**src/rtl/rfs_pkg.sv**
```systemverilog
// shared types, codes and helpers for the rgb565 frame statistics block
package rfs_pkg;

  localparam int unsigned PIX_W       = 16;
  localparam int unsigned CHAN_W      = 6;
  localparam int unsigned MEAN_W      = 13;
  localparam int unsigned TOTAL_W     = 15;
  localparam int unsigned ROW_IDX_W   = 20;
  localparam int unsigned OUT_TDATA_W = 56;

  localparam logic [1:0] CH_RED   = 2'd0;
  localparam logic [1:0] CH_GREEN = 2'd1;
  localparam logic [1:0] CH_BLUE  = 2'd2;

  localparam logic REG_ROW_WIDTH    = 1'b0;
  localparam logic REG_FRAME_PIXELS = 1'b1;

  localparam logic [12:0] ROW_WIDTH_RST    = 13'd320;
  localparam logic [20:0] FRAME_PIXELS_RST = 21'd76800;

  typedef struct packed {
    logic       frame_end;
    logic       row_end;
    logic [4:0] r;
    logic [5:0] g;
    logic [4:0] b;
  } pix_entry_t;

  function automatic logic [CHAN_W-1:0] pix_chan(pix_entry_t e, logic [1:0] ch);
    logic [CHAN_W-1:0] v;
    case (ch)
      CH_RED:   v = {1'b0, e.r};
      CH_GREEN: v = e.g;
      default:  v = {1'b0, e.b};
    endcase
    return v;
  endfunction

endpackage

```
**src/rtl/rgb565_frame_stats_seam.sv**
```systemverilog
// top level of the rgb565 frame statistics and seam finder
//
// channel    dir  handshake              payload
// s_axis     in   tvalid / tready        tdata[15:0] pixel
// m_axis     out  tvalid / tready        tdata[55:0] result, tlast on blue
// apb        in   psel, penable, pwrite  paddr[2:0], pwdata / prdata
//
// the intake takes one pixel a cycle while the four-entry queue has room
// the engine accumulates each pixel while idle; a row end adds three divisions
// of the row means on the shared divider plus a seam update
// a frame end adds three divisions of the frame means, then three results
// a stalled m_axis holds the engine but the intake keeps filling the queue
// reset clears all statistics at once; no clearing pass is needed
module rgb565_frame_stats_seam #(
  parameter int unsigned MAX_ROW_PIXELS   = 4096,
  parameter int unsigned MAX_FRAME_PIXELS = 1048576
) (
  input  logic                            clk_i,
  input  logic                            rst_ni,
  input  logic                            s_axis_tvalid,
  output logic                            s_axis_tready,
  input  logic [rfs_pkg::PIX_W-1:0]       s_axis_tdata,   // pixel
  output logic                            m_axis_tvalid,
  input  logic                            m_axis_tready,
  // channel[1:0], chan_min[7:2], chan_max[13:8], chan_mean[19:14],
  // seam_row[39:20], seam_delta[52:40], zero fill[55:53]
  output logic [rfs_pkg::OUT_TDATA_W-1:0] m_axis_tdata,
  output logic                            m_axis_tlast,   // last
  input  logic                            psel,
  input  logic                            penable,
  input  logic                            pwrite,
  input  logic [2:0]                      paddr,
  input  logic [31:0]                     pwdata,
  output logic [31:0]                     prdata,
  output logic                            pready
);
  import rfs_pkg::*;

  localparam int unsigned RCW = $clog2(MAX_ROW_PIXELS + 1);
  localparam int unsigned FCW = $clog2(MAX_FRAME_PIXELS + 1);
  localparam int unsigned RSW = $clog2(MAX_ROW_PIXELS * 63 + 1);
  localparam int unsigned FSW = $clog2(MAX_FRAME_PIXELS * 63 + 1);
  localparam int unsigned RDW = $clog2(MAX_ROW_PIXELS * 6300 + 1);
  localparam int unsigned DW  = (RDW > FSW) ? RDW : FSW;
  localparam int unsigned VW  = (RCW > FCW) ? RCW : FCW;
  localparam int unsigned EW  = $bits(pix_entry_t);

  logic [12:0]       row_width_q;
  logic [20:0]       frame_pixels_q;
  logic              cfg_wr;

  pix_entry_t        push_entry, pop_entry;
  logic [EW-1:0]     fifo_dout;
  logic              push, pop, full, empty;
  logic              div_start, div_done;
  logic [DW-1:0]     div_dividend;
  logic [VW-1:0]     div_divisor;
  logic [MEAN_W-1:0] div_quot;

  assign pready = 1'b1;
  assign cfg_wr = psel && penable && pwrite && pready;

  always_ff @(posedge clk_i or negedge rst_ni) begin
    if (!rst_ni) begin
      row_width_q    <= ROW_WIDTH_RST;
      frame_pixels_q <= FRAME_PIXELS_RST;
    end else if (cfg_wr) begin
      unique case (paddr[2])
        REG_ROW_WIDTH:    row_width_q    <= pwdata[12:0];
        REG_FRAME_PIXELS: frame_pixels_q <= pwdata[20:0];
        default:          ;
      endcase
    end
  end

  always_comb begin
    unique case (paddr[2])
      REG_ROW_WIDTH:    prdata = 32'(row_width_q);
      REG_FRAME_PIXELS: prdata = 32'(frame_pixels_q);
      default:          prdata = '0;
    endcase
  end

  rfs_front #(
    .MAX_ROW_PIXELS  (MAX_ROW_PIXELS),
    .MAX_FRAME_PIXELS(MAX_FRAME_PIXELS),
    .RCW             (RCW),
    .FCW             (FCW)
  ) u_front (
    .clk_i         (clk_i),
    .rst_ni        (rst_ni),
    .s_tvalid_i    (s_axis_tvalid),
    .s_tready_o    (s_axis_tready),
    .s_tdata_i     (s_axis_tdata),
    .row_width_i   (row_width_q),
    .frame_pixels_i(frame_pixels_q),
    .full_i        (full),
    .push_o        (push),
    .entry_o       (push_entry)
  );

  rfs_fifo #(
    .W    (EW),
    .DEPTH(4)
  ) u_fifo (
    .clk_i  (clk_i),
    .rst_ni (rst_ni),
    .push_i (push),
    .din_i  (push_entry),
    .full_o (full),
    .pop_i  (pop),
    .dout_o (fifo_dout),
    .empty_o(empty)
  );

  assign pop_entry = pix_entry_t'(fifo_dout);

  rfs_div #(
    .DW(DW),
    .VW(VW),
    .QW(MEAN_W)
  ) u_div (
    .clk_i     (clk_i),
    .rst_ni    (rst_ni),
    .start_i   (div_start),
    .dividend_i(div_dividend),
    .divisor_i (div_divisor),
    .done_o    (div_done),
    .quot_o    (div_quot)
  );

  rfs_back #(
    .RCW(RCW),
    .FCW(FCW),
    .RSW(RSW),
    .FSW(FSW),
    .RDW(RDW),
    .DW (DW),
    .VW (VW)
  ) u_back (
    .clk_i         (clk_i),
    .rst_ni        (rst_ni),
    .empty_i       (empty),
    .entry_i       (pop_entry),
    .pop_o         (pop),
    .div_start_o   (div_start),
    .div_dividend_o(div_dividend),
    .div_divisor_o (div_divisor),
    .div_done_i    (div_done),
    .div_quot_i    (div_quot),
    .m_tvalid_o    (m_axis_tvalid),
    .m_tready_i    (m_axis_tready),
    .m_tdata_o     (m_axis_tdata),
    .m_tlast_o     (m_axis_tlast)
  );

  // the mean of a frame always lies between its min and max
  a_mean_in_range: assert property (@(posedge clk_i) disable iff (!rst_ni)
    m_axis_tvalid |-> (m_axis_tdata[7:2] <= m_axis_tdata[19:14]) &&
                      (m_axis_tdata[19:14] <= m_axis_tdata[13:8]))
    else $error("frame mean outside min/max");

  // a mean step times 100 never exceeds 63 * 100
  a_delta_bound: assert property (@(posedge clk_i) disable iff (!rst_ni)
    m_axis_tvalid |-> m_axis_tdata[52:40] <= 13'd6300)
    else $error("seam delta out of range");

  // the three results of a burst follow back to back in channel order
  a_burst_order: assert property (@(posedge clk_i) disable iff (!rst_ni)
    m_axis_tvalid && m_axis_tready && !m_axis_tlast |=>
      m_axis_tvalid && (m_axis_tdata[1:0] == $past(m_axis_tdata[1:0]) + 2'd1))
    else $error("result burst out of order");

  // the blue result closes the burst
  a_last_blue: assert property (@(posedge clk_i) disable iff (!rst_ni)
    m_axis_tvalid && m_axis_tlast |-> m_axis_tdata[1:0] == CH_BLUE)
    else $error("last flag not on blue result");

endmodule

```
**src/rtl/rfs_front.sv**
```systemverilog
// pixel intake: splits channels and marks row and frame ends
module rfs_front #(
  parameter int unsigned MAX_ROW_PIXELS   = 4096,
  parameter int unsigned MAX_FRAME_PIXELS = 1048576,
  parameter int unsigned RCW              = 13,
  parameter int unsigned FCW              = 21
) (
  input  logic                clk_i,
  input  logic                rst_ni,
  input  logic                s_tvalid_i,
  output logic                s_tready_o,
  input  logic [15:0]         s_tdata_i,
  input  logic [12:0]         row_width_i,
  input  logic [20:0]         frame_pixels_i,
  input  logic                full_i,
  output logic                push_o,
  output rfs_pkg::pix_entry_t entry_o
);
  import rfs_pkg::*;

  logic [RCW-1:0] row_cnt_q, row_cnt_d, row_inc, eff_row;
  logic [FCW-1:0] frame_cnt_q, frame_cnt_d, frame_inc, eff_frame;
  logic           row_end, frame_end;

  always_comb begin
    if (row_width_i == '0 || 32'(row_width_i) > 32'(MAX_ROW_PIXELS)) begin
      eff_row = RCW'(MAX_ROW_PIXELS);
    end else begin
      eff_row = RCW'(row_width_i);
    end
    if (frame_pixels_i == '0 || 32'(frame_pixels_i) > 32'(MAX_FRAME_PIXELS)) begin
      eff_frame = FCW'(MAX_FRAME_PIXELS);
    end else begin
      eff_frame = FCW'(frame_pixels_i);
    end
  end

  assign row_inc   = row_cnt_q + 1'b1;
  assign frame_inc = frame_cnt_q + 1'b1;
  assign frame_end = frame_inc >= eff_frame;
  // a short last row closes with the frame
  assign row_end   = (row_inc >= eff_row) || frame_end;

  assign s_tready_o = !full_i;
  assign push_o     = s_tvalid_i && !full_i;

  assign entry_o.frame_end = frame_end;
  assign entry_o.row_end   = row_end;
  assign entry_o.r         = s_tdata_i[15:11];
  assign entry_o.g         = s_tdata_i[10:5];
  assign entry_o.b         = s_tdata_i[4:0];

  always_comb begin
    row_cnt_d   = row_cnt_q;
    frame_cnt_d = frame_cnt_q;
    if (push_o) begin
      row_cnt_d   = row_end ? '0 : row_inc;
      frame_cnt_d = frame_end ? '0 : frame_inc;
    end
  end

  always_ff @(posedge clk_i or negedge rst_ni) begin
    if (!rst_ni) begin
      row_cnt_q   <= '0;
      frame_cnt_q <= '0;
    end else begin
      row_cnt_q   <= row_cnt_d;
      frame_cnt_q <= frame_cnt_d;
    end
  end

endmodule

```
**src/rtl/rfs_fifo.sv**
```systemverilog
// short request queue between intake and statistics engine
module rfs_fifo #(
  parameter int unsigned W     = 18,
  parameter int unsigned DEPTH = 4
) (
  input  logic         clk_i,
  input  logic         rst_ni,
  input  logic         push_i,
  input  logic [W-1:0] din_i,
  output logic         full_o,
  input  logic         pop_i,
  output logic [W-1:0] dout_o,
  output logic         empty_o
);
  import rfs_pkg::*;

  localparam int unsigned AW = $clog2(DEPTH);

  logic [W-1:0]  mem_q [DEPTH];
  logic [AW-1:0] wr_ptr_q, rd_ptr_q;
  logic [AW:0]   cnt_q, cnt_d;

  assign full_o  = cnt_q == (AW+1)'(DEPTH);
  assign empty_o = cnt_q == '0;
  assign dout_o  = mem_q[rd_ptr_q];

  always_comb begin
    cnt_d = cnt_q;
    if (push_i && !pop_i) begin
      cnt_d = cnt_q + 1'b1;
    end else if (pop_i && !push_i) begin
      cnt_d = cnt_q - 1'b1;
    end
  end

  // depth is a power of two so the pointers wrap on their own
  always_ff @(posedge clk_i or negedge rst_ni) begin
    if (!rst_ni) begin
      wr_ptr_q <= '0;
      rd_ptr_q <= '0;
      cnt_q    <= '0;
    end else begin
      cnt_q <= cnt_d;
      if (push_i) begin
        wr_ptr_q <= wr_ptr_q + 1'b1;
      end
      if (pop_i) begin
        rd_ptr_q <= rd_ptr_q + 1'b1;
      end
    end
  end

  always_ff @(posedge clk_i) begin
    if (push_i) begin
      mem_q[wr_ptr_q] <= din_i;
    end
  end

endmodule

```
**src/rtl/rfs_div.sv**
```systemverilog
// restoring divider, one quotient bit per cycle, quotient known to fit QW bits
module rfs_div #(
  parameter int unsigned DW = 29,
  parameter int unsigned VW = 21,
  parameter int unsigned QW = 13
) (
  input  logic          clk_i,
  input  logic          rst_ni,
  input  logic          start_i,
  input  logic [DW-1:0] dividend_i,
  input  logic [VW-1:0] divisor_i,
  output logic          done_o,
  output logic [QW-1:0] quot_o
);
  import rfs_pkg::*;

  localparam int unsigned CW = (DW > VW + QW - 1) ? DW : VW + QW - 1;
  localparam int unsigned SW = $clog2(QW + 1);

  logic [DW-1:0] rem_q;
  logic [CW-1:0] den_q;
  logic [QW-1:0] quot_q;
  logic [SW-1:0] step_q;
  logic          busy_q, done_q;
  logic [CW-1:0] rem_ext;
  logic          fits;

  assign rem_ext = CW'(rem_q);
  assign fits    = rem_ext >= den_q;
  assign done_o  = done_q;
  assign quot_o  = quot_q;

  always_ff @(posedge clk_i or negedge rst_ni) begin
    if (!rst_ni) begin
      busy_q <= 1'b0;
      done_q <= 1'b0;
      step_q <= '0;
    end else begin
      done_q <= 1'b0;
      if (start_i) begin
        busy_q <= 1'b1;
        step_q <= SW'(QW);
      end else if (busy_q) begin
        step_q <= step_q - 1'b1;
        if (step_q == SW'(1)) begin
          busy_q <= 1'b0;
          done_q <= 1'b1;
        end
      end
    end
  end

  always_ff @(posedge clk_i) begin
    if (start_i) begin
      rem_q  <= dividend_i;
      den_q  <= CW'(divisor_i) << (QW - 1);
      quot_q <= '0;
    end else if (busy_q) begin
      if (fits) begin
        rem_q <= DW'(rem_ext - den_q);
      end
      quot_q <= {quot_q[QW-2:0], fits};
      den_q  <= den_q >> 1;
    end
  end

endmodule

```
**src/rtl/rfs_back.sv**
```systemverilog
// statistics engine: accumulates, closes rows, tracks the seam, sends results
module rfs_back #(
  parameter int unsigned RCW = 13,
  parameter int unsigned FCW = 21,
  parameter int unsigned RSW = 18,
  parameter int unsigned FSW = 26,
  parameter int unsigned RDW = 25,
  parameter int unsigned DW  = 26,
  parameter int unsigned VW  = 21
) (
  input  logic                               clk_i,
  input  logic                               rst_ni,
  input  logic                               empty_i,
  input  rfs_pkg::pix_entry_t                entry_i,
  output logic                               pop_o,
  output logic                               div_start_o,
  output logic [DW-1:0]                      div_dividend_o,
  output logic [VW-1:0]                      div_divisor_o,
  input  logic                               div_done_i,
  input  logic [rfs_pkg::MEAN_W-1:0]         div_quot_i,
  output logic                               m_tvalid_o,
  input  logic                               m_tready_i,
  output logic [rfs_pkg::OUT_TDATA_W-1:0]    m_tdata_o,
  output logic                               m_tlast_o
);
  import rfs_pkg::*;

  typedef enum logic [2:0] {
    ST_IDLE, ST_ROW_DIV, ST_ROW_WAIT, ST_SEAM, ST_FRM_DIV, ST_FRM_WAIT, ST_EMIT
  } state_e;

  state_e               state_q;
  logic [1:0]           ch_q;
  logic                 frame_end_q;
  logic [CHAN_W-1:0]    fmin_q [3];
  logic [CHAN_W-1:0]    fmax_q [3];
  logic [FSW-1:0]       fsum_q [3];
  logic [RSW-1:0]       rsum_q [3];
  logic [MEAN_W-1:0]    prev_mean_q [3];
  logic [MEAN_W-1:0]    mean_q [3];
  logic [MEAN_W-1:0]    best_delta_q [3];
  logic [TOTAL_W-1:0]   best_total_q;
  logic [ROW_IDX_W-1:0] best_row_q, row_idx_q;
  logic [RCW-1:0]       rcnt_q;
  logic [FCW-1:0]       fcnt_q;
  logic                 out_valid_q, out_last_q;
  logic [OUT_TDATA_W-1:0] out_data_q;

  logic [MEAN_W-1:0]    diff [3];
  logic [TOTAL_W-1:0]   total;
  logic [RDW-1:0]       rs_ext, row100;
  logic                 emit_go;

  assign pop_o       = (state_q == ST_IDLE) && !empty_i;
  assign div_start_o = (state_q == ST_ROW_DIV) || (state_q == ST_FRM_DIV);

  // row sum times 100 as shifts and adds
  assign rs_ext = RDW'(rsum_q[ch_q]);
  assign row100 = (rs_ext << 6) + (rs_ext << 5) + (rs_ext << 2);

  always_comb begin
    if (state_q == ST_FRM_DIV) begin
      div_dividend_o = DW'(fsum_q[ch_q]);
      div_divisor_o  = VW'(fcnt_q);
    end else begin
      div_dividend_o = DW'(row100);
      div_divisor_o  = VW'(rcnt_q);
    end
  end

  always_comb begin
    for (int k = 0; k < 3; k++) begin
      diff[k] = (prev_mean_q[k] > mean_q[k]) ? prev_mean_q[k] - mean_q[k]
                                             : mean_q[k] - prev_mean_q[k];
    end
    total = TOTAL_W'(diff[0]) + TOTAL_W'(diff[1]) + TOTAL_W'(diff[2]);
  end

  assign emit_go    = !out_valid_q || m_tready_i;
  assign m_tvalid_o = out_valid_q;
  assign m_tdata_o  = out_data_q;
  assign m_tlast_o  = out_last_q;

  always_ff @(posedge clk_i or negedge rst_ni) begin
    if (!rst_ni) begin
      state_q      <= ST_IDLE;
      ch_q         <= CH_RED;
      frame_end_q  <= 1'b0;
      best_total_q <= '0;
      best_row_q   <= '0;
      row_idx_q    <= '0;
      rcnt_q       <= '0;
      fcnt_q       <= '0;
      out_valid_q  <= 1'b0;
      out_last_q   <= 1'b0;
      out_data_q   <= '0;
      for (int k = 0; k < 3; k++) begin
        fmin_q[k]       <= '1;
        fmax_q[k]       <= '0;
        fsum_q[k]       <= '0;
        rsum_q[k]       <= '0;
        prev_mean_q[k]  <= '0;
        mean_q[k]       <= '0;
        best_delta_q[k] <= '0;
      end
    end else begin
      // while emitting, the emit arm decides the output register
      if (out_valid_q && m_tready_i && state_q != ST_EMIT) begin
        out_valid_q <= 1'b0;
      end
      unique case (state_q)
        ST_IDLE: begin
          if (!empty_i) begin
            for (int k = 0; k < 3; k++) begin
              if (pix_chan(entry_i, 2'(k)) < fmin_q[k]) begin
                fmin_q[k] <= pix_chan(entry_i, 2'(k));
              end
              if (pix_chan(entry_i, 2'(k)) > fmax_q[k]) begin
                fmax_q[k] <= pix_chan(entry_i, 2'(k));
              end
              fsum_q[k] <= fsum_q[k] + FSW'(pix_chan(entry_i, 2'(k)));
              rsum_q[k] <= rsum_q[k] + RSW'(pix_chan(entry_i, 2'(k)));
            end
            rcnt_q      <= rcnt_q + 1'b1;
            fcnt_q      <= fcnt_q + 1'b1;
            frame_end_q <= entry_i.frame_end;
            if (entry_i.row_end) begin
              ch_q    <= CH_RED;
              state_q <= ST_ROW_DIV;
            end
          end
        end
        ST_ROW_DIV: begin
          state_q <= ST_ROW_WAIT;
        end
        ST_ROW_WAIT: begin
          if (div_done_i) begin
            mean_q[ch_q] <= div_quot_i;
            if (ch_q == CH_BLUE) begin
              state_q <= ST_SEAM;
            end else begin
              ch_q    <= ch_q + 1'b1;
              state_q <= ST_ROW_DIV;
            end
          end
        end
        ST_SEAM: begin
          // first row has no predecessor; ties keep the earlier row
          if (row_idx_q != '0 && total > best_total_q) begin
            best_total_q <= total;
            best_row_q   <= row_idx_q;
            for (int k = 0; k < 3; k++) begin
              best_delta_q[k] <= diff[k];
            end
          end
          for (int k = 0; k < 3; k++) begin
            prev_mean_q[k] <= mean_q[k];
            rsum_q[k]      <= '0;
          end
          rcnt_q    <= '0;
          row_idx_q <= row_idx_q + 1'b1;
          ch_q      <= CH_RED;
          state_q   <= frame_end_q ? ST_FRM_DIV : ST_IDLE;
        end
        ST_FRM_DIV: begin
          state_q <= ST_FRM_WAIT;
        end
        ST_FRM_WAIT: begin
          if (div_done_i) begin
            mean_q[ch_q] <= div_quot_i;
            if (ch_q == CH_BLUE) begin
              ch_q    <= CH_RED;
              state_q <= ST_EMIT;
            end else begin
              ch_q    <= ch_q + 1'b1;
              state_q <= ST_FRM_DIV;
            end
          end
        end
        ST_EMIT: begin
          if (emit_go) begin
            out_valid_q <= 1'b1;
            out_last_q  <= ch_q == CH_BLUE;
            out_data_q  <= {3'b000, best_delta_q[ch_q], best_row_q,
                            mean_q[ch_q][CHAN_W-1:0], fmax_q[ch_q], fmin_q[ch_q], ch_q};
            if (ch_q == CH_BLUE) begin
              // frame done, back to reset values
              for (int k = 0; k < 3; k++) begin
                fmin_q[k]       <= '1;
                fmax_q[k]       <= '0;
                fsum_q[k]       <= '0;
                prev_mean_q[k]  <= '0;
                best_delta_q[k] <= '0;
              end
              fcnt_q       <= '0;
              row_idx_q    <= '0;
              best_total_q <= '0;
              best_row_q   <= '0;
              frame_end_q  <= 1'b0;
              ch_q         <= CH_RED;
              state_q      <= ST_IDLE;
            end else begin
              ch_q <= ch_q + 1'b1;
            end
          end
        end
        default: begin
          state_q <= ST_IDLE;
        end
      endcase
    end
  end

endmodule

```
**config.mk**
```make
export PLATFORM = sky130hd
export DESIGN_NAME = rgb565_frame_stats_seam
export DESIGN_NICKNAME = d
export VERILOG_FILES = /design/src/rtl/rfs_pkg.sv /design/src/rtl/rgb565_frame_stats_seam.sv /design/src/rtl/rfs_front.sv /design/src/rtl/rfs_fifo.sv /design/src/rtl/rfs_div.sv /design/src/rtl/rfs_back.sv
export SDC_FILE = /design/constraint.sdc
export NUM_CORES = 2
export LEC_CHECK = 0
export ABC_CLOCK_PERIOD_IN_PS = 8500
export BUFFER_PORTS_ARGS = -buffer_cell sky130_fd_sc_hd__buf_4
export CAP_MARGIN = 20
export CORE_MARGIN = 2
export CORE_UTILIZATION = 50
export DETAILED_ROUTE_END_ITERATION = 8
export PLACE_DENSITY = 0.67
export REMOVE_ABC_BUFFERS = 1
export SLEW_MARGIN = 25
export SYNTH_ARGS = -nofsm -noshare
export SYNTH_HDL_FRONTEND = slang
export SYNTH_SLANG_ARGS = --single-unit
```
**constraint.sdc**
```tcl
create_clock -name clk_i -period 8.5 [get_ports clk_i]
set_clock_uncertainty 0.1 [all_clocks]
set_input_delay 1.7 -clock clk_i [delete_from_list [all_inputs] [get_ports clk_i]]
set_output_delay 1.7 -clock clk_i [all_outputs]
set_load 0.01 [all_outputs]
```
==> results.cfg <==
[layout]
drive_above_1_share_pct = 11.12
mostFrequentLayoutCells = dfrtp_1 (488), nand2_1 (459), nor2_1 (313), o21ai_0 (284), ha_1 (277)
multi_input_area_sq_um = 20670
layout-area-overhead-vs-synth_pct = 11.32
finalNetCount = 4505
regArea_sq_um = 16970
fillers = 6789
layout_commonest_cell = dfrtp_1
num_antenna_cells = 0

[yosys]
synthTopCellsByArea = dfrtp_1 (31%), edfxtp_1 (9.1%), ha_1 (8.8%)
yosysTopAreaCellShare_pct = 31.16
yosys.area.top_type = dfrtp_1
synthArstFlopShare_pct = 78.12
synth_warnings = 0
syn_inst = 4085
synth_area_per_cell_sq_um = 9.634
ys_types = 91
ys_seq_elements = 658
yosysSeqAreaShare_pct = 43.11
synth_flop_cell = dfrtp_1
synth_area_sq_um = 39350
synth_edf_count = 119

[pwr]
ir_drop_uv = 245.2
p_leak_nw = 20.12
p_per_area_nw_per_um2 = 366.2
p_int_mw = 9.307
swShare_pct = 41.99
p_switching_mw = 6.736
pwr-share-seq_pct = 30.0
p_clk_share_pct = 21.1
comb_power_share_pct = 48.9

[clock_tree]
cts_tree = yes
cts_setup_buffers = 0
ctsResizeCount = 0
clkLatencyLatePin_ps = 640
clock_tree.buffer_depth = 3
clkSinkCount = 658
ctsRootBufferMaster = clkbuf_16
clkSlewWorstSetupHoldPaths_ps = 60
cts_htree_levels = 3
cts_buffers = 76
ctsHoldBuffers = 0

[setup_path]
reg2reg_to = u_back.best_delta_q[33]$_DFFE_PN0P_
endpoint_kind = flip-flop
startpoint_type = flip-flop
worstPathRequired_ps = 8960
worstReg2RegStart = u_back.mean_q[16]$_DFFE_PN0P_
rrSetupSlack_ps = 700
cp_slowest_stage_delay_ps = 450
cp_max_fo = 26
cp-startpoint = u_back.mean_q[16]$_DFFE_PN0P_
path_class = flip-flop to flip-flop
r2r_cells = 36
crit_path_top_delay_cell = ha_1
critPathArrivalTime_ps = 8260

[global_route]
grt_pass1_wl_mm = 153.5
grt_util_all_layers_pct = 23.22
grt_pass1_vias = 28650
gr-total-overflow = 0
antenna_found_initial = 0
grt_max_degree = 161

[timing]
fin_tns_setup_ps = 0
maxSlewViolCount = 0
final_hold_viol_count = 0
setup_violations = 0
min_period_over_period_pct = 91.79
relSlewSlack_pct = 32.73
fin_hold_ws_ps = 357.7
min_period_ps = 7802
fmax_mhz = 128.2
worst_pin_slew_ps = 1007
rsz0062_at_grt = false

[route]
drtPass1Iterations = 6
wl_mm = 93.94
vias = 29420
vias_per_cell = 5.614
drcViolationCount = 0
first_iter_violations = 1909
post_drt_wl_per_cell_microns = 17.92
antenna_left = 0

[worst_hold_path]
holdPathStages = 2
whs_endpoint = u_back.m_tdata_o[31]$_DFFE_PN0P_
hp-class = flip-flop to flip-flop
min_from = u_back.best_row_q[11]$_DFFE_PN0P_

[floorplanning]
core_sq_um = 77720
rows = 102
io_pins = 150
die_h_microns = 284.6
die_area_sq_um = 80970
die_w_microns = 284.6
initial_core_util_pct = 50.63

[placement]
io_buffers = 121
hpwl_mm = 65.19
place.gp.congestion = 0.8700

[run_status]
status = completed

[run]
maxCapViolCount = 0
-- layer usage --
metal / vias to the layer above / share of wire (%) / global-route usage (%)
met4: 0 / 2.4 / 6.711
met5: - / 0 / 0
met1: 14330 / 48 / 33.16
met2: 537 / 46 / 37.36
met3: 145 / 3.6 / 2.552
li1: 14410 / - / -
-- worst max-delay path: cells and delay by family (launching register included) --
kind,cells,cell delay (ps)
DFF,1,420
buffers and inverters,4,690
adders and majority gates,4,1430
xor gates and xnor gates,3,450
and+or+nand+nor,10,1680
muxes,1,280
AOI/OAI and AO/OA,14,2660
-- flip-flops by register name, summed over array words and instances (netlist names), 3 cells and up --
name	cells
u_back.rcnt_q	13
u_div.den_q	33
u_back.prev_mean_q	39
u_back.state_q	3
u_front.frame_cnt_q	21
u_fifo.cnt_q	3
u_back.fsum_q	78
u_back.m_tdata_o	53
u_back.fmin_q	18
u_back.best_total_q	15
u_front.row_cnt_q	13
u_back.best_delta_q	39
u_div.step_q	4
u_div.quot_o	13
frame_pixels_q	21
u_back.fcnt_q	21
u_back.mean_q	39
u_back.row_idx_q	20
u_fifo.mem_q	72
u_div.rem_q	26
u_back.best_row_q	20
u_back.rsum_q	54
u_back.fmax_q	16
row_width_q	13
-- logic make-up (layout without fill, tap and decap cells) --
logic type / after synthesis / after routing / synth area share (%)
xor+xnor: 262 / 262 / 5.831
buf+inv: 459 / 562 / 4.620
other cells: 2 / 15 / 0.01908
fa+ha+maj: 308 / 308 / 10.38
simple gates: 1277 / 1277 / 15.04
flops: 658 / 658 / 43.11
compound gates: 871 / 871 / 13.78
mux: 248 / 248 / 7.214
-- synth_stat cells, types with 21 or more instances --
| library cell | count |
|---|---|
| mux2_2 | 105 |
| nor3_1 | 41 |
| dfrtp_1 | 490 |
| o31ai_1 | 26 |
| a22o_1 | 57 |
| dfxtp_1 | 25 |
| a21oi_1 | 243 |
| nor2b_1 | 49 |
| a211oi_1 | 21 |
| xnor2_1 | 128 |
| or3_1 | 43 |
| dfstp_2 | 24 |
| nand2b_1 | 42 |
| fa_1 | 31 |
| mux2i_1 | 125 |
| clkbuf_1 | 126 |
| nand2_1 | 462 |
| and3_1 | 43 |
| nor2_1 | 316 |
| nand3_1 | 140 |
| buf_1 | 36 |
| edfxtp_1 | 119 |
| a21o_1 | 59 |
| nand4_1 | 50 |
| ha_1 | 277 |
| and2_1 | 23 |
| inv_1 | 263 |
| xor2_1 | 134 |
| o21ai_0 | 285 |
-- worst max-delay path by stage --
stage / end / slack [ps] / cells past startpoint
6_report: u_back.best_delta_q[33]$_DFFE_PN0P_ / 700 / 36
5_1_grt: u_back.best_delta_q[10]$_DFFE_PN0P_ / 180 / 35
4_1_cts: u_back.best_delta_q[19]$_DFFE_PN0P_ / 780 / 36
3_5_place_dp: u_back.best_delta_q[33]$_DFFE_PN0P_ / 840 / 36
3_3_place_gp: u_back.best_delta_q[7]$_DFFE_PN0P_ / 920 / 36
2_1_floorplan: u_back.best_delta_q[10]$_DFFE_PN0P_ / -1070 / 34
-- power by group through the flow --
| stage | Clock, mW | Combinational (mW) | Sequential, mW |
|---|---|---|---|
| detailed placement | 0 | 7.77 | 4.85 |
| global placement | 0 | 7.64 | 4.83 |
| finish | 3.39 | 7.85 | 4.81 |
| CTS | 3.47 | 7.84 | 4.80 |
| floorplan | 0 | 5.62 | 4.74 |
| global route | 3.59 | 8.81 | 4.91 |
-- area by class of cell --
class                      instances  share of cell area [%]
timing repair buffer             157                   2.885
multi-input combinational       2981                   47.19
sequential                       658                   38.74
clock buffer                     105                   5.010
clock inverter                    35                  0.9282
inverter                         265                   2.276
tap                             1040                   2.970
-- through the flow --
stage	worst slack [ps]	util, %	cells	total power, mW	instance area (sq um)
5_1_grt	179.7	56.37	5241	17.31	43810
4_1_cts	779.1	56.29	5239	16.11	43750
3_5_place_dp	836.6	52.94	5099	12.62	41150
3_3_place_gp	915.8	52.94	5099	12.47	41140
2_1_floorplan	-1069	-	3904	10.36	38580
6_report	698.2	56.37	5241	16.04	43810
No activity file was read; power rests on OpenSTA's default activity.
